--- src/hw/rtl/cds_pkg.sv ---
`timescale 1ns / 1ps
`default_nettype none

package cds_pkg;

  localparam int unsigned COUNT_BITS_DEF = 16;

  localparam logic [13:0] YEAR_MIN  = 14'd1583;
  localparam logic [13:0] YEAR_MAX  = 14'd9999;
  localparam logic [3:0]  MONTH_MAX = 4'd12;

  // floor(y / 100) == (y * LEAP_RECIP) >> LEAP_SHIFT for every 14-bit year.
  localparam int unsigned LEAP_RECIP = 5243;
  localparam int unsigned LEAP_SHIFT = 19;
  localparam int unsigned PROD_W     = 27;

  localparam logic [1:0] MODE_LOAD = 2'd0;
  localparam logic [1:0] MODE_ADD  = 2'd1;
  localparam logic [1:0] MODE_SUB  = 2'd2;

  typedef struct packed {
    logic take_in;
    logic load_my;
    logic load_day;
    logic step;
    logic set_sat;
    logic cap_out;
  } cds_cmd_t;

  typedef struct packed {
    logic cnt_zero;
    logic sat_hit;
    logic out_free;
  } cds_stat_t;

  // Length of a month; a code outside 1 to 12 reads as 31.
  function automatic logic [4:0] days_in(input logic [3:0] month, input logic leap);
    logic [4:0] len;
    case (month) inside
      4'd2:                      len = leap ? 5'd29 : 5'd28;
      4'd4, 4'd6, 4'd9, 4'd11:   len = 5'd30;
      default:                   len = 5'd31;
    endcase
    return len;
  endfunction

endpackage

`default_nettype wire

--- src/hw/rtl/cds_leap.sv ---
`timescale 1ns / 1ps
`default_nettype none

// Two-stage leap-year flag that follows the held year.
module cds_leap (
  input  wire logic        clk_i,
  input  wire logic        rst_ni,
  input  wire logic [13:0] year_i,
  output logic             leap_o
);

  localparam int unsigned PW = cds_pkg::PROD_W;

  logic [PW-1:0] prod_q, prod_d;
  logic [13:0]   yr_q;
  logic          leap_q, leap_d;
  logic [7:0]    cent;
  logic [13:0]   cent_x100;

  assign prod_d = PW'(year_i) * PW'(cds_pkg::LEAP_RECIP);

  always_comb begin
    cent      = prod_q[cds_pkg::LEAP_SHIFT +: 8];
    cent_x100 = {cent, 6'b0} + {1'b0, cent, 5'b0} + {4'b0, cent, 2'b0};
    // Divisible by 4, and either not a century or a century divisible by 400.
    leap_d    = (yr_q[1:0] == 2'b00) && ((yr_q != cent_x100) || (cent[1:0] == 2'b00));
  end

  always_ff @(posedge clk_i or negedge rst_ni) begin
    if (!rst_ni) begin
      prod_q <= '0;
      yr_q   <= cds_pkg::YEAR_MIN;
      leap_q <= 1'b0;
    end else begin
      prod_q <= prod_d;
      yr_q   <= year_i;
      leap_q <= leap_d;
    end
  end

  assign leap_o = leap_q;

endmodule

`default_nettype wire

--- src/hw/rtl/cds_datapath.sv ---
`timescale 1ns / 1ps
`default_nettype none

module cds_datapath #(
  parameter int unsigned COUNT_BITS = cds_pkg::COUNT_BITS_DEF
) (
  input  wire logic              clk_i,
  input  wire logic              rst_ni,
  input  wire cds_pkg::cds_cmd_t cmd_i,
  output cds_pkg::cds_stat_t     stat_o,
  input  wire logic [1:0]        mode_i,
  input  wire logic [3:0]        new_month_i,
  input  wire logic [4:0]        new_day_i,
  input  wire logic [13:0]       new_year_i,
  input  wire logic [15:0]       day_count_i,
  input  wire logic              out_ready_i,
  output logic                   out_valid_o,
  output logic [27:0]            out_data_o
);

  logic [3:0]            month_q, month_d;
  logic [4:0]            day_q, day_d;
  logic [13:0]           year_q, year_d;
  logic [1:0]            mode_q;
  logic [3:0]            nm_q;
  logic [4:0]            nd_q;
  logic [13:0]           ny_q;
  logic [COUNT_BITS-1:0] cnt_q, cnt_d;
  logic [2:0]            mask_q, mask_d;
  logic                  sat_q, sat_d;
  logic                  out_valid_q, out_valid_d;
  logic [27:0]           out_q;
  logic                  leap;
  logic [4:0]            len_cur;
  logic [4:0]            len_prev;
  logic                  down;

  cds_leap u_leap (
    .clk_i  (clk_i),
    .rst_ni (rst_ni),
    .year_i (year_q),
    .leap_o (leap)
  );

  assign down     = (mode_q == cds_pkg::MODE_SUB);
  assign len_cur  = cds_pkg::days_in(month_q, leap);
  assign len_prev = cds_pkg::days_in(month_q - 4'd1, leap);

  assign stat_o.cnt_zero = (cnt_q == '0);
  assign stat_o.sat_hit  = down
      ? ((day_q <= 5'd1) && (month_q <= 4'd1) && (year_q <= cds_pkg::YEAR_MIN))
      : ((day_q >= len_cur) && (month_q >= cds_pkg::MONTH_MAX)
         && (year_q >= cds_pkg::YEAR_MAX));
  assign stat_o.out_free = !out_valid_q || out_ready_i;

  always_comb begin
    month_d     = month_q;
    day_d       = day_q;
    year_d      = year_q;
    cnt_d       = cnt_q;
    mask_d      = mask_q;
    sat_d       = sat_q;
    out_valid_d = out_valid_q;

    if (cmd_i.take_in) begin
      cnt_d  = COUNT_BITS'(day_count_i);
      mask_d = 3'b000;
      sat_d  = 1'b0;
    end

    if (cmd_i.load_my) begin
      if ((nm_q >= 4'd1) && (nm_q <= cds_pkg::MONTH_MAX)) begin
        month_d   = nm_q;
        mask_d[0] = 1'b1;
      end
      if ((ny_q >= cds_pkg::YEAR_MIN) && (ny_q <= cds_pkg::YEAR_MAX)) begin
        year_d    = ny_q;
        mask_d[2] = 1'b1;
      end
    end

    // The leap flag has settled on the new year by the time this runs.
    if (cmd_i.load_day) begin
      if ((nd_q >= 5'd1) && (nd_q <= len_cur)) begin
        day_d     = nd_q;
        mask_d[1] = 1'b1;
      end else if (day_q > len_cur) begin
        day_d = len_cur;
      end
    end

    if (cmd_i.step) begin
      cnt_d = cnt_q - COUNT_BITS'(1);
      if (down) begin
        if (day_q <= 5'd1) begin
          if (month_q <= 4'd1) begin
            month_d = cds_pkg::MONTH_MAX;
            year_d  = year_q - 14'd1;
            day_d   = 5'd31;
          end else begin
            month_d = month_q - 4'd1;
            day_d   = len_prev;
          end
        end else begin
          day_d = day_q - 5'd1;
        end
      end else begin
        if (day_q >= len_cur) begin
          if (month_q >= cds_pkg::MONTH_MAX) begin
            month_d = 4'd1;
            year_d  = year_q + 14'd1;
          end else begin
            month_d = month_q + 4'd1;
          end
          day_d = 5'd1;
        end else begin
          day_d = day_q + 5'd1;
        end
      end
    end

    if (cmd_i.set_sat) begin
      sat_d = 1'b1;
    end

    if (cmd_i.cap_out) begin
      out_valid_d = 1'b1;
    end else if (out_ready_i) begin
      out_valid_d = 1'b0;
    end
  end

  always_ff @(posedge clk_i or negedge rst_ni) begin
    if (!rst_ni) begin
      month_q     <= 4'd1;
      day_q       <= 5'd1;
      year_q      <= cds_pkg::YEAR_MIN;
      mask_q      <= 3'b000;
      sat_q       <= 1'b0;
      out_valid_q <= 1'b0;
    end else begin
      month_q     <= month_d;
      day_q       <= day_d;
      year_q      <= year_d;
      mask_q      <= mask_d;
      sat_q       <= sat_d;
      out_valid_q <= out_valid_d;
    end
  end

  always_ff @(posedge clk_i) begin
    cnt_q <= cnt_d;
    if (cmd_i.take_in) begin
      mode_q <= mode_i;
      nm_q   <= new_month_i;
      nd_q   <= new_day_i;
      ny_q   <= new_year_i;
    end
    if (cmd_i.cap_out) begin
      out_q <= {sat_q, mask_q, leap, year_q, day_q, month_q};
    end
  end

  assign out_valid_o = out_valid_q;
  assign out_data_o  = out_q;

endmodule

`default_nettype wire

--- src/hw/rtl/cds_ctrl.sv ---
`timescale 1ns / 1ps
`default_nettype none

module cds_ctrl (
  input  wire logic               clk_i,
  input  wire logic               rst_ni,
  input  wire logic               in_valid_i,
  input  wire logic [1:0]         in_mode_i,
  output logic                    in_ready_o,
  input  wire cds_pkg::cds_stat_t stat_i,
  output cds_pkg::cds_cmd_t       cmd_o
);

  localparam logic [3:0] ST_IDLE    = 4'd0;
  localparam logic [3:0] ST_LOADMY  = 4'd1;
  localparam logic [3:0] ST_WAIT1   = 4'd2;
  localparam logic [3:0] ST_WAIT2   = 4'd3;
  localparam logic [3:0] ST_LOADDAY = 4'd4;
  localparam logic [3:0] ST_STEP    = 4'd5;
  localparam logic [3:0] ST_SETTLE1 = 4'd6;
  localparam logic [3:0] ST_SETTLE2 = 4'd7;
  localparam logic [3:0] ST_FIN     = 4'd8;

  logic [3:0] state_q, state_d;

  always_comb begin
    state_d    = state_q;
    cmd_o      = '0;
    in_ready_o = 1'b0;
    unique case (state_q)
      ST_IDLE: begin
        in_ready_o = 1'b1;
        if (in_valid_i) begin
          cmd_o.take_in = 1'b1;
          unique case (in_mode_i)
            cds_pkg::MODE_LOAD: state_d = ST_LOADMY;
            cds_pkg::MODE_ADD:  state_d = ST_STEP;
            cds_pkg::MODE_SUB:  state_d = ST_STEP;
            default:            state_d = ST_FIN;
          endcase
        end
      end
      ST_LOADMY: begin
        cmd_o.load_my = 1'b1;
        state_d       = ST_WAIT1;
      end
      ST_WAIT1:   state_d = ST_WAIT2;
      ST_WAIT2:   state_d = ST_LOADDAY;
      ST_LOADDAY: begin
        cmd_o.load_day = 1'b1;
        state_d        = ST_FIN;
      end
      ST_STEP: begin
        if (stat_i.cnt_zero) begin
          state_d = ST_SETTLE1;
        end else if (stat_i.sat_hit) begin
          cmd_o.set_sat = 1'b1;
          state_d       = ST_SETTLE1;
        end else begin
          cmd_o.step = 1'b1;
        end
      end
      // The leap flag trails a year change through the product and flag registers of cds_leap.
      ST_SETTLE1: state_d = ST_SETTLE2;
      ST_SETTLE2: state_d = ST_FIN;
      ST_FIN: begin
        if (stat_i.out_free) begin
          cmd_o.cap_out = 1'b1;
          state_d       = ST_IDLE;
        end
      end
      default: state_d = ST_IDLE;
    endcase
  end

  always_ff @(posedge clk_i or negedge rst_ni) begin
    if (!rst_ni) begin
      state_q <= ST_IDLE;
    end else begin
      state_q <= state_d;
    end
  end

endmodule

`default_nettype wire

--- src/hw/rtl/calendar_date_stepper.sv ---
`timescale 1ns / 1ps
`default_nettype none

// Sequence: a load passes ST_LOADMY, ST_WAIT1, ST_WAIT2, ST_LOADDAY and ST_FIN to the
// result word; a step by N days runs the one-day-per-cycle step loop (stopped early by the
// year limit), then ST_SETTLE1, ST_SETTLE2 and ST_FIN, as the leap flag trails the year.
// Throughput: one command at a time; a new word is taken while the result still waits.
// Reset: date 01/01/1583, no result pending.
module calendar_date_stepper #(
  parameter int unsigned COUNT_BITS = cds_pkg::COUNT_BITS_DEF
) (
  input  wire logic        clk_i,
  input  wire logic        rst_ni,
  input  wire logic        s_axis_tvalid_i,
  output logic             s_axis_tready_o,
  // new_month[3:0], new_day[8:4], new_year[22:9], day_count[38:23], zero [39]
  input  wire logic [39:0] s_axis_tdata_i,
  // mode[1:0]
  input  wire logic [1:0]  s_axis_tuser_i,
  output logic             m_axis_tvalid_o,
  input  wire logic        m_axis_tready_i,
  // cur_month[3:0], cur_day[8:4], cur_year[22:9], is_leap[23],
  // accepted_mask[26:24], saturated[27], zero [31:28]
  output logic [31:0]      m_axis_tdata_o
);

  cds_pkg::cds_cmd_t  cmd;
  cds_pkg::cds_stat_t stat;
  logic [27:0]        out_data;

  cds_ctrl u_ctrl (
    .clk_i      (clk_i),
    .rst_ni     (rst_ni),
    .in_valid_i (s_axis_tvalid_i),
    .in_mode_i  (s_axis_tuser_i),
    .in_ready_o (s_axis_tready_o),
    .stat_i     (stat),
    .cmd_o      (cmd)
  );

  cds_datapath #(
    .COUNT_BITS (COUNT_BITS)
  ) u_datapath (
    .clk_i       (clk_i),
    .rst_ni      (rst_ni),
    .cmd_i       (cmd),
    .stat_o      (stat),
    .mode_i      (s_axis_tuser_i),
    .new_month_i (s_axis_tdata_i[3:0]),
    .new_day_i   (s_axis_tdata_i[8:4]),
    .new_year_i  (s_axis_tdata_i[22:9]),
    .day_count_i (s_axis_tdata_i[38:23]),
    .out_ready_i (m_axis_tready_i),
    .out_valid_o (m_axis_tvalid_o),
    .out_data_o  (out_data)
  );

  assign m_axis_tdata_o = {4'b0, out_data};

  // The reported date is always a legal date in range.
  a_date_valid: assert property (@(posedge clk_i) disable iff (!rst_ni)
    m_axis_tvalid_o |-> (m_axis_tdata_o[3:0] >= 4'd1) && (m_axis_tdata_o[3:0] <= 4'd12)
      && (m_axis_tdata_o[8:4] >= 5'd1)
      && (m_axis_tdata_o[8:4] <= cds_pkg::days_in(m_axis_tdata_o[3:0], m_axis_tdata_o[23]))
      && (m_axis_tdata_o[22:9] >= cds_pkg::YEAR_MIN)
      && (m_axis_tdata_o[22:9] <= cds_pkg::YEAR_MAX))
    else $error("result date out of range");

  // A leap year is always a multiple of four.
  a_leap_mult4: assert property (@(posedge clk_i) disable iff (!rst_ni)
    (m_axis_tvalid_o && m_axis_tdata_o[23]) |-> (m_axis_tdata_o[10:9] == 2'b00))
    else $error("leap flag on a year not divisible by four");

  // Load and step flags never appear together.
  a_mask_sat: assert property (@(posedge clk_i) disable iff (!rst_ni)
    m_axis_tvalid_o |-> !(m_axis_tdata_o[27] && (m_axis_tdata_o[26:24] != 3'b000)))
    else $error("saturated and accepted_mask both set");

  // One command at a time: the word after an accepted one waits.
  a_one_cmd: assert property (@(posedge clk_i) disable iff (!rst_ni)
    (s_axis_tvalid_i && s_axis_tready_o) |=> !s_axis_tready_o)
    else $error("input taken twice in a row");

endmodule

`default_nettype wire

--- config.mk ---
export PLATFORM = sky130hd
export DESIGN_NAME = calendar_date_stepper
export DESIGN_NICKNAME = d
export VERILOG_FILES = /design/src/hw/rtl/cds_pkg.sv /design/src/hw/rtl/cds_leap.sv /design/src/hw/rtl/cds_datapath.sv /design/src/hw/rtl/cds_ctrl.sv /design/src/hw/rtl/calendar_date_stepper.sv
export SDC_FILE = /design/constraint.sdc
export NUM_CORES = 1
export LEC_CHECK = 0
export ABC_AREA = 1
export BUFFER_PORTS_ARGS = -buffer_cell sky130_fd_sc_hd__buf_2
export CORE_AREA = 2 2 153 155
export DETAILED_ROUTE_END_ITERATION = 7
export DIE_AREA = 0 0 155 157
export PLACE_DENSITY = 0.67
export SETUP_SLACK_MARGIN = 0.02
export SLEW_MARGIN = 25
export SYNTH_ARGS = -nofsm -noshare
export SYNTH_HDL_FRONTEND = slang
export SYNTH_SLANG_ARGS = --single-unit
--- constraint.sdc ---
create_clock -name clk_i -period 12.4 [get_ports clk_i]
set_input_delay 0.62 -clock clk_i [delete_from_list [all_inputs] [get_ports clk_i]]
set_output_delay 0.62 -clock clk_i [all_outputs]
set_load 0.03 [all_outputs]
# Word-level counts from Yosys, hierarchy flattened
# Cells that the tools add are included.
# Widths: inputs -> output; s select.
# totals
input_bits	46
wordCells	151
reg_bits	143
# classes
mul	1
n_eq_ne	25
add_sub_neg	9
reduce_logical	27
n_mux	60
order_cmp	13
# op_table
cell	count
$mux 14	8
$mux 5	10
$mux 4	12
$eq 4x3->1 const B	8
$mux 16	2
$pmux 4 s8	1
$mul 14x13->27 const B	1
$mux 1	23
$eq 4x4->1 const B	5
$eq 4x2->1 const B	4
$logic_not 16->1	1
$sub 16x1->16 const B	1
$add 14x1->14 const B	1
$add 14x10->14	1
$add 14x13->14	1
$ge 14x11->1 const B	1
$ge 14x14->1 const B	1
$le 14x11->1 const B	1
$le 14x14->1 const B	1
$ne 14x14->1	1
$sub 14x1->14 const B	1
$logic_and 1x1->1	8
$pmux 4 s2	1
$reduce_bool 2->1	4
other kinds (29)	37

# Longest topological paths before layout
# Gate-level depths: netlist (run 1).
# depth
ltp_word	13
depth_mapped	21
mapped_depth_nobuf	20

# Cells and area by module
# From an unflattened synthesis (run 1), not the netlist that was laid out.
# unflattened
cells_unflattened	1360
area_unflattened_um2	11253.3
# modules_own_cells
module	cells_per_inst	area_each_um2	n_inst
cds_datapath	664	5723.0	1
cds_leap	633	5134.9	1
cds_ctrl	58	361.6	1
calendar_date_stepper	5	33.8	1

# Worst setup path before layout (run 1)
# OpenSTA, ideal clock, no wires.
# synth_path
kind	register to register
start	register u_datapath.year_q[4]
end	register u_datapath.u_leap.prod_q[22]
setup_ns	0.124
setup_slack_ns	8.117
path_buffers	0
stages_incl_launch_ff	17
arrival_ns	4.159
cell_sequence	dfrtp_1 > inv_1 > fa_1 > inv_1 > ha_1 > fa_1 > inv_1 > fa_1 > fa_1 > inv_1 > ha_1 > a21o_1 > a21oi_1 > nor3_1 > nor3_1 > nand2_1 > xor2_1
# synth_between
elab_chain_cells	1
# synth_lines
element	line	source
start, declared	cds_datapath.sv:23	logic [13:0] year_q, year_d;
start signal, assigned	cds_datapath.sv:137	year_q <= cds_pkg::YEAR_MIN;
start signal, assigned	cds_datapath.sv:144	year_q <= year_d;
$mul 14x13->27	cds_leap.sv:20	assign prod_d = PW'(year_i) * PW'(cds_pkg::LEAP_RECIP);
net u_datapath.u_leap.prod_d[22]	cds_leap.sv:14	logic [PW-1:0] prod_q, prod_d;
end signal, assigned	cds_leap.sv:35	prod_q <= prod_d;
end, declared	cds_leap.sv:14	
# The timed path passes the listed nets, and every way through them passes these cells.
# A chain may end at the register's enable or synchronous reset.

# Worst setup path in the final report (run 1)
# layout_path
start	register u_datapath.year_q[11]
end	register u_datapath.u_leap.prod_q[23]
# Same word-level chain as after synthesis.

==> results of run 1 <==
Yosys cell counts, types with 2 or more instances:
master | count | share of area
nand2_1 | 296 | 0.10
inv_1 | 217 | 0.073
ha_1 | 155 | 0.17
nor2_1 | 95 | 0.032
nand3_1 | 77 | 0.035
edfxtp_1 | 69 | 0.19
fa_1 | 68 | 0.12
o21ai_0 | 59 | 0.026
dfrtp_1 | 39 | 0.087
a21oi_1 | 31 | 0.014
xor2_1 | 24 | 0.019
nor3_1 | 20 | 0.0090
dfstp_2 | 16 | 0.038
xnor2_1 | 16 | 0.013
nand4_1 | 12 | 0.0067
o21ai_1 | 10 | 0.0045
inv_2 | 8 | 0.0027
o22ai_1 | 8 | 0.0045
a21o_1 | 7 | 0.0047
buf_2 | 6 | 0.0027
buf_4 | 6 | 0.0040
o21bai_1 | 6 | 0.0040
a31oi_1 | 5 | 0.0028
nor4_1 | 5 | 0.0028
nand2_2 | 4 | 0.0022
nor2_2 | 4 | 0.0022
buf_6 | 3 | 0.0030
a211oi_1 | 2 | 0.0013
a21boi_0 | 2 | 0.0013
nand3b_1 | 2 | 0.0013
nor2_4 | 2 | 0.0020
nor3_2 | 2 | 0.0018
o211ai_1 | 2 | 0.0013
o21a_1 | 2 | 0.0013
o221ai_1 | 2 | 0.0016
metrics by stage:
stage                     cell area (sq um)  instances  setup slack (ps)  hold slack [ps]
after floorplan                       11200       1299              8120              324
after global placement                11800       1646              7590              434
after detailed placement              11800       1646              7550              434
after CTS                             12400       1678              7510              364
after global routing                  12400       1678              7160              371
final                                 12400       1678              7520              348
how the worst max path moves through the flow:
stage	startpoint	to	slack, ps	cells after the start
after CTS	u_datapath.year_q[11]$_DFF_PN0_	u_datapath.u_leap.prod_q[23]$_DFF_PN0_	7510	17
after detailed placement	u_datapath.year_q[11]$_DFF_PN0_	u_datapath.u_leap.prod_q[23]$_DFF_PN0_	7550	17
after floorplan	u_datapath.year_q[4]$_DFF_PN0_	u_datapath.u_leap.prod_q[22]$_DFF_PN0_	8120	16
after global routing	u_datapath.year_q[11]$_DFF_PN0_	u_datapath.u_leap.prod_q[23]$_DFF_PN0_	7160	17
after global placement	u_datapath.year_q[11]$_DFF_PN0_	u_datapath.u_leap.prod_q[23]$_DFF_PN0_	7590	17
final	u_datapath.year_q[11]$_DFF_PN0_	u_datapath.u_leap.prod_q[23]$_DFF_PN0_	7520	17
registers in the layout (all words and copies together), names as in the netlist, 4 cells and up:
signal and flops:
u_datapath.month_q 4, u_datapath.ny_q 14, u_datapath.out_data_o 28, u_datapath.nm_q 4, u_datapath.nd_q 5, u_datapath.u_leap.prod_q 8, u_datapath.day_q 5, u_datapath.year_q 14
u_ctrl.state_q 4, u_datapath.u_leap.yr_q 14, u_datapath.cnt_q 16
worst max-delay path: stages, from the launching register on:
cell     delay, ps
dfrtp_1        860
fa_1           540
ha_1           290
inv_1           40
fa_1           470
inv_1           60
fa_1           540
inv_1           60
fa_1           560
inv_1           60
ha_1           330
nand2_1        100
inv_1           80
nand3_1        110
nor3_1         250
nand3_1        120
nand3_1        170
xor2_1         160
cell families after synthesis:
kind of cell,synth area share
and+or+nand+nor,0.200
buffers and inverters,0.0857
adders and majority gates,0.296
AOI/OAI and AO/OA,0.0760
DFF,0.311
xor gates and xnor gates,0.0314
other,0.000336
metal layers:
metal | wire, um | global-route usage
met5 | 0 | 0
met2 | 11200 | 0.332
met3 | 1180 | 0.0311
met4 | 228 | 0.0445
met1 | 11500 | 0.295
cell type report:
class / count / area, sq um
fillers: 2051 / 10100
well taps: 285 / 357
inverters: 226 / 848
clock inverters: 13 / 164
flip-flops and latches: 124 / 3470
repair buffers: 77 / 393
multi-input cells: 934 / 6750
clock buffers: 19 / 443
==> impl_metrics.ini, run 1 <==
[outcome]
outcome = finished clean

[logic_synthesis]
synth_edf_count = 69
ys_warn_count = 0
synth_seq_cells = 124
postSynthAreaPerCell_sq_um = 8.61
ys_types = 49
ys.flop_type = edfxtp_1
async_reset_ff_frac = 0.444
synth_cells = 1296
ys_seq_area_frac = 0.311
syn-cell-area_sq_um = 11200

[timing]
setup_viol = 0
fin_skew_ps = 8.35
fmax_ghz = 0.205
slew_headroom = 0.468
fin_crit_ps = 4880
worstMarginPinSlew_ps = 798
period_share = 0.394
finalMaxSlewViolations = 0
final_hold_viol_count = 0
setup_tns_ps = 0
rsz0062_at_grt = no

[job]
maxCapViolCount = 0

[cells_and_area]
layout_common_cells = nand2_1 (296), inv_1 (217), ha_1 (155), nor2_1 (93), nand3_1 (77)
drive_above_1_share = 0.111
area_growth_pct = 11.3
final_common_cell = nand2_1
post-route-util = 0.552
n_antenna_cell = 0
nets = 1649

[critical_path]
rr_endpoint = u_datapath.u_leap.prod_q[23]$_DFF_PN0_
reg2reg_from = u_datapath.year_q[11]$_DFF_PN0_
end_kind = flop
cp.arrival_ps = 5220
startpoint_type = flop
path_class = reg -> reg
crit_path_max_fanout = 16
r2r_slack_ps = 7520
r2r_cells = 17
required_ps = 12740

[route]
drt-total-wl_mm = 24.1
firstDrtPassIters = 5
vias_per_cell = 5.12
vias = 8589
drcViolationCount = 0
wire_per_inst_um = 14.3
first_iter_violations = 518
postRouteAntennaNets = 0

[clock_tree]
cts_tree = yes
cts_buffers = 17
postCtsHoldBufs = 0
insertion_delay_ps = 420
post_cts_resized = 0
cts_buffer_depth = 2
cts_max_level = 4
cts_root_buf = clkbuf_16
clock_sinks = 124
cts_setup_buffers = 0
clk_pin_slew_ps = 60

[floorplan]
rows = 55
core_sq_um = 22500
die_h_um = 157
initial_core_util = 0.496
die_w_um = 155
ioPinCount = 80
dieArea_sq_um = 24300

[global_route]
grt.overflow.total = 0
grt_pass1_vias = 8169
grtUsageTotal = 0.206
grt_max_degree = 56
grt_pass1_wl_mm = 39.6
antenna_found_initial = 0

[place]
port_buffers = 74
routabilityCongestion = 0.895
hpwl_mm = 19.1

[hold_path]
hold_path.class = in -> async
Power of run 1 is left out: the tool's default activity adds up to more than one toggle a clock period on the data nets, which glitch-free logic cannot reach.
==> run 2, diff against run 1 <==
ABC_AREA = 0   (was 1)
CORE_AREA = 2 2 148 150   (was 2 2 153 155)
DIE_AREA = 0 0 150 152   (was 0 0 155 157)
PLACE_DENSITY = 0.7   (was 0.67)
clock period = 4.3 ns   (was 12.4 ns; I/O delays follow)
==> impl_metrics.ini, run 2 <==
[cells_and_area]
post-route-util = 0.600
area_growth_pct = 22.6
n_antenna_cell = 0
largest_register_ffs = 28
nets = 1422
layout_common_cells = ha_1 (143), inv_1 (116), buf_4 (77), buf_2 (74), edfxtp_1 (69)
drive_above_1_share = 0.230
final_common_cell = ha_1

[clock_tree]
clk_pin_slew_ps = 60
cts_root_buf = clkbuf_16
cts_buffer_depth = 2
cts_max_level = 4
cts_tree = yes
cts_buffers = 17
insertion_delay_ps = 430
clock_sinks = 124

[logic_synthesis]
yosys.area_share.simple = 0.0999
synth_seq_cells = 124
synth_cells = 977
postSynthAreaPerCell_sq_um = 10.7
synth_top_family_by_area = adder cells
synth_fa_ha_area_frac = 0.316
synth_area_leader_cell = edfxtp_1
ys_types = 69
synth.most_common_cell = ha_1
synth_edf_count = 69
ys_warn_count = 0
synthTopCellsByCount = ha_1 (155), inv_1 (123), edfxtp_1 (69)
synth_xor_area_frac = 0.0327
async_reset_ff_frac = 0.444
syn-cell-area_sq_um = 10500
ys.flop_type = edfxtp_1
synth.top_cells.by_area = edfxtp_1 (20%), ha_1 (19%), fa_1 (13%)
synth.area.mux_share = 0.0282
ys_seq_area_frac = 0.332
synth_top_area_frac = 0.198
synth-compound-area-share = 0.133

[critical_path]
crit_chain = fa_1 > ha_4 > inv_2 > fa_1 > inv_2 > fa_1 > inv_1 > fa_1 > inv_1 > ha_1 > nand4_1 > a211oi_2 > a211oi_2 > a21oi_4 > a2111oi_4 > a311o_1
crit_path_max_fanout = 7
cp.arrival_ps = 4930
r2r_cells = 16
path_common_cell = fa_1
crit_family = adder cells
required_ps = 4610
critPathSlowestCell = dfstp_2
worst-path-stages = 16
end_kind = flop
cp_num_buf_inv = 4
max_stage_delay_ps = 660
path_class = reg -> reg
startpoint_type = flop

[global_route]
grt_pass1_vias = 8287
grtUsageTotal = 0.231
antenna_found_initial = 0
grt_max_degree = 41
grt.overflow.total = 0
grt_pass1_wl_mm = 41.5

[floorplan]
rows = 54
dieArea_sq_um = 22800
die_w_um = 150
die_h_um = 152
core_sq_um = 21400
ioPinCount = 80
initial_core_util = 0.490

[outcome]
outcome = complete, but fails checks
failed_checks = negative setup slack

[timing]
setup_slack_ps = -319
period_share = 1.07
rsz0062_at_grt = yes
worstMarginPinSlew_ps = 982
final_hold_viol_count = 0
fmax_ghz = 0.216
setup_viol = 8
fin_crit_ps = 4620
slew_headroom = 0.341
finalMaxSlewViolations = 0
fin_skew_ps = 9.24

[route]
vias_per_cell = 5.61
vias = 8111
first_iter_violations = 658
drcViolationCount = 0
postRouteAntennaNets = 0
wire_per_inst_um = 17.4
firstDrtPassIters = 7
drt-total-wl_mm = 25.2

[place]
port_buffers = 74
hpwl_mm = 19.2
routabilityCongestion = 0.883

[hold_path]
hold_path.class = in -> reg
min_path_cells = 2

[job]
maxCapViolCount = 0
[run 2: final timing paths]
kind | end | slack [ps] | start
setup / recovery | u_datapath.u_leap.prod_q[21]$_DFF_PN0_ | -320 | u_datapath.year_q[9]$_DFF_PN1_
hold / removal | u_datapath.cnt_q[6]$_DFFE_PP_ | 70 | s_axis_tdata_i[29]
setup reg to reg | u_datapath.u_leap.prod_q[21]$_DFF_PN0_ | -320 | u_datapath.year_q[9]$_DFF_PN1_
hold reg to reg | u_datapath.out_data_o[24]$_DFFE_PP_ | 460 | u_datapath.mask_q[0]$_DFF_PN0_
max in group asynchronous | u_datapath.year_q[11]$_DFF_PN0_ | 3080 | rst_ni
min in group asynchronous | u_datapath.day_q[4]$_DFFE_PN0P_ | 260 | rst_ni
[run 2: timing repair]
action,CTS,global route
setup endpoints to repair,8,8
buffers inserted,5,0
pin swaps,16,13
hold endpoints to repair,36,0
hold buffers,26,0
gates resized for setup,16,12
[run 2: final cells by class]
type	count	area, sq um
clock inverters	15	151
repair buffers	184	1330
clock buffers	17	425
flip-flops and latches	124	3480
well taps	280	350
multi-input cells	703	6620
fillers	1755	8530
inverters	123	464
[run 2: through the flow]
| step | hold slack, ps | TNS [ps] | worst slack [ps] | std cells | area (sq um) |
|---|---|---|---|---|---|
| 2_1_floorplan | -80.6 | -324 | -191 | 980 | 10600 |
| 3_3_place_gp | 186 | -1480 | -245 | 1383 | 11800 |
| 3_5_place_dp | 186 | -2270 | -402 | 1383 | 11800 |
| 4_1_cts | 49.4 | -2040 | -319 | 1446 | 12700 |
| 5_1_grt | 57.9 | -3570 | -470 | 1446 | 12800 |
| 6_report | 65.1 | -2240 | -319 | 1446 | 12800 |
[run 2: routing by layer]
layer	global-route usage	wire length (um)	up-vias
li1	-	-	3835
met1	0.317	10900	3954
met2	0.377	12300	274
met3	0.0375	1410	48
met4	0.0737	540	0
met5	0	0	-
[run 2: cells by family (layout without fill, tap and decap cells)]
logic type	count (synthesis)	count (layout)
fa+ha+maj	223	223
simple gates	211	211
compound gates	198	198
buf+inv	153	339
flops	124	124
xor+xnor	39	39
mux	28	28
other cells	1	4
[run 2: worst register-to-register path: cells and delay by family, from the launching register on]
kind / cells / cell delay [ps]
AOI/OAI and AO/OA: 5 / 980
DFF: 1 / 660
adders and majority gates: 6 / 2580
and+or+nand+nor: 1 / 130
buffers and inverters: 4 / 170
Power of run 2 is left out for the same reason.
==> run 3, diff against run 2 <==
CORE_AREA = 5 5 151 153   (was 2 2 148 150)
DIE_AREA = 0 0 156 158   (was 0 0 150 152)
GPL_TIMING_DRIVEN = 0   (was default)
==> impl_metrics.ini, run 3 (synthesis gave the netlist of run 2 again) <==
[outcome]
outcome = complete, but fails checks
failed_checks = negative setup slack

[clock_tree]
clock_sinks = 124
cts_buffer_depth = 2
cts_buffers = 17
cts_max_level = 4
clk_pin_slew_ps = 60
insertion_delay_ps = 410
cts_tree = yes
cts_root_buf = clkbuf_16

[timing]
slew_headroom = 0.323
worstMarginPinSlew_ps = 1010
final_hold_viol_count = 0
setup_slack_ps = -415
fin_skew_ps = 11.1
finalMaxSlewViolations = 0
setup_viol = 8
fin_crit_ps = 4710
fmax_ghz = 0.212
hold_ws_ps = 85.0
period_share = 1.10
setup_tns_ps = -2580
rsz0062_at_grt = yes

[critical_path]
crit_path_max_fanout = 5
crit_chain = clkinv_4 > fa_1 > inv_1 > ha_2 > fa_1 > fa_1 > inv_1 > fa_1 > inv_2 > ha_4 > a211oi_4 > a211oi_2 > a211oi_2 > a21oi_4 > buf_4 > a311o_1
required_ps = 4590
end_kind = flop
max_stage_delay_ps = 590
cp.arrival_ps = 5000
path_class = reg -> reg
path_common_cell = fa_1
cp_num_buf_inv = 5
critPathSlowestCell = dfstp_2
crit_family = adder cells
startpoint_type = flop

[floorplan]
die_w_um = 156
initial_core_util = 0.488
core_sq_um = 21400
dieArea_sq_um = 24600
die_h_um = 158
ioPinCount = 80
rows = 54

[hold_path]
hold_path.class = in -> reg

[global_route]
grtUsageTotal = 0.202
antenna_found_initial = 0
grt_pass1_vias = 7942
grt_max_degree = 56
grt.overflow.total = 0
grt_pass1_wl_mm = 39.7

[place]
port_buffers = 74
hpwl_mm = 18.4
routabilityCongestion = 0.897
place_inst = 1335

[route]
firstDrtPassIters = 7
drcViolationCount = 0
vias = 7962
wire_per_inst_um = 17.4
postRouteAntennaNets = 0
vias_per_cell = 5.58
first_iter_violations = 639
drt-total-wl_mm = 24.8

[cells_and_area]
layout_common_cells = ha_1 (146), inv_1 (118), buf_2 (81), edfxtp_1 (69), fa_1 (66)
final_common_cell = ha_1
area_growth_pct = 20.5
nets = 1402
largest_register_ffs = 28
n_antenna_cell = 0
fin_cells = 1426
drive_above_1_share = 0.199

[job]
maxCapViolCount = 0
run 3: cell types whose count changed in the layout (fill, tap and decap cells not counted), moves of 3 or more:
| cell | change |
|---|---|
| dfrtp_1 | -3 |
| bufinv_16 | +3 |
| buf_2 | +7 |
| clkbuf_1 | +16 |
| buf_4 | -41 |
| ha_1 | +3 |
run 3: path summary, 6_finish.rpt:
check	start	slack (ps)	endpoint	depth (start not counted)
max in group asynchronous	rst_ni	3330	u_datapath.year_q[13]$_DFF_PN0_	2
worst min register to register	u_datapath.day_q[4]$_DFFE_PN0P_	450	u_datapath.out_data_o[8]$_DFFE_PP_	0
worst max-delay path	u_datapath.year_q[5]$_DFF_PN1_	-410	u_datapath.u_leap.prod_q[21]$_DFF_PN0_	16
worst min-delay path	s_axis_tdata_i[32]	80	u_datapath.cnt_q[9]$_DFFE_PP_	2
min in group asynchronous	rst_ni	400	u_datapath.day_q[1]$_DFFE_PN0P_	2
worst max register to register	u_datapath.year_q[5]$_DFF_PN1_	-410	u_datapath.u_leap.prod_q[21]$_DFF_PN0_	16
run 3: layout make-up:
class | count | area, sq um
inverter | 123 | 470
clock buffer | 18 | 429
fill | 1758 | 8810
clock inverter | 14 | 184
timing repair buffer | 134 | 950
tap | 280 | 350
buffer | 30 | 145
multi-input combinational | 703 | 6590
sequential | 124 | 3490
run 3: per-stage QoR:
stage / instance area [sq um] / worst slack (ps) / utilization
global placement: 11300 / -718 / 0.528
CTS: 12400 / -393 / 0.580
detailed placement: 11300 / -703 / 0.530
floorplan: 10600 / -191 / -
global route: 12600 / -540 / 0.589
finish: 12600 / -415 / 0.589
run 3: layer usage:
layer	vias to the layer above	wire [um]	GRT usage
met5	-	0	0
met4	0	659	0.0663
met3	54	1510	0.0416
met2	270	12000	0.333
met1	3855	10700	0.267
li1	3783	-	-
run 3: timing repair:
| item | CTS | global route |
|---|---|---|
| gates resized for setup | 15 | 13 |
| endpoints found under the setup margin | 24 | 28 |
| cloned | 0 | 0 |
| buffers inserted | 21 | 13 |
| hold buffers | 25 | 1 |
| endpoints found under the hold margin | 63 | 1 |
| pin swaps | 11 | 20 |
run 3: worst reg2reg max path: stages, from the launching register on:
cell	delay, ps
dfstp_2	590
clkinv_4	80
fa_1	540
inv_1	50
ha_2	190
fa_1	510
fa_1	550
inv_1	50
fa_1	500
inv_2	50
ha_4	220
a211oi_4	260
a211oi_2	100
a211oi_2	300
a21oi_4	100
buf_4	180
a311o_1	320
Power of run 3 is left out for the same reason.
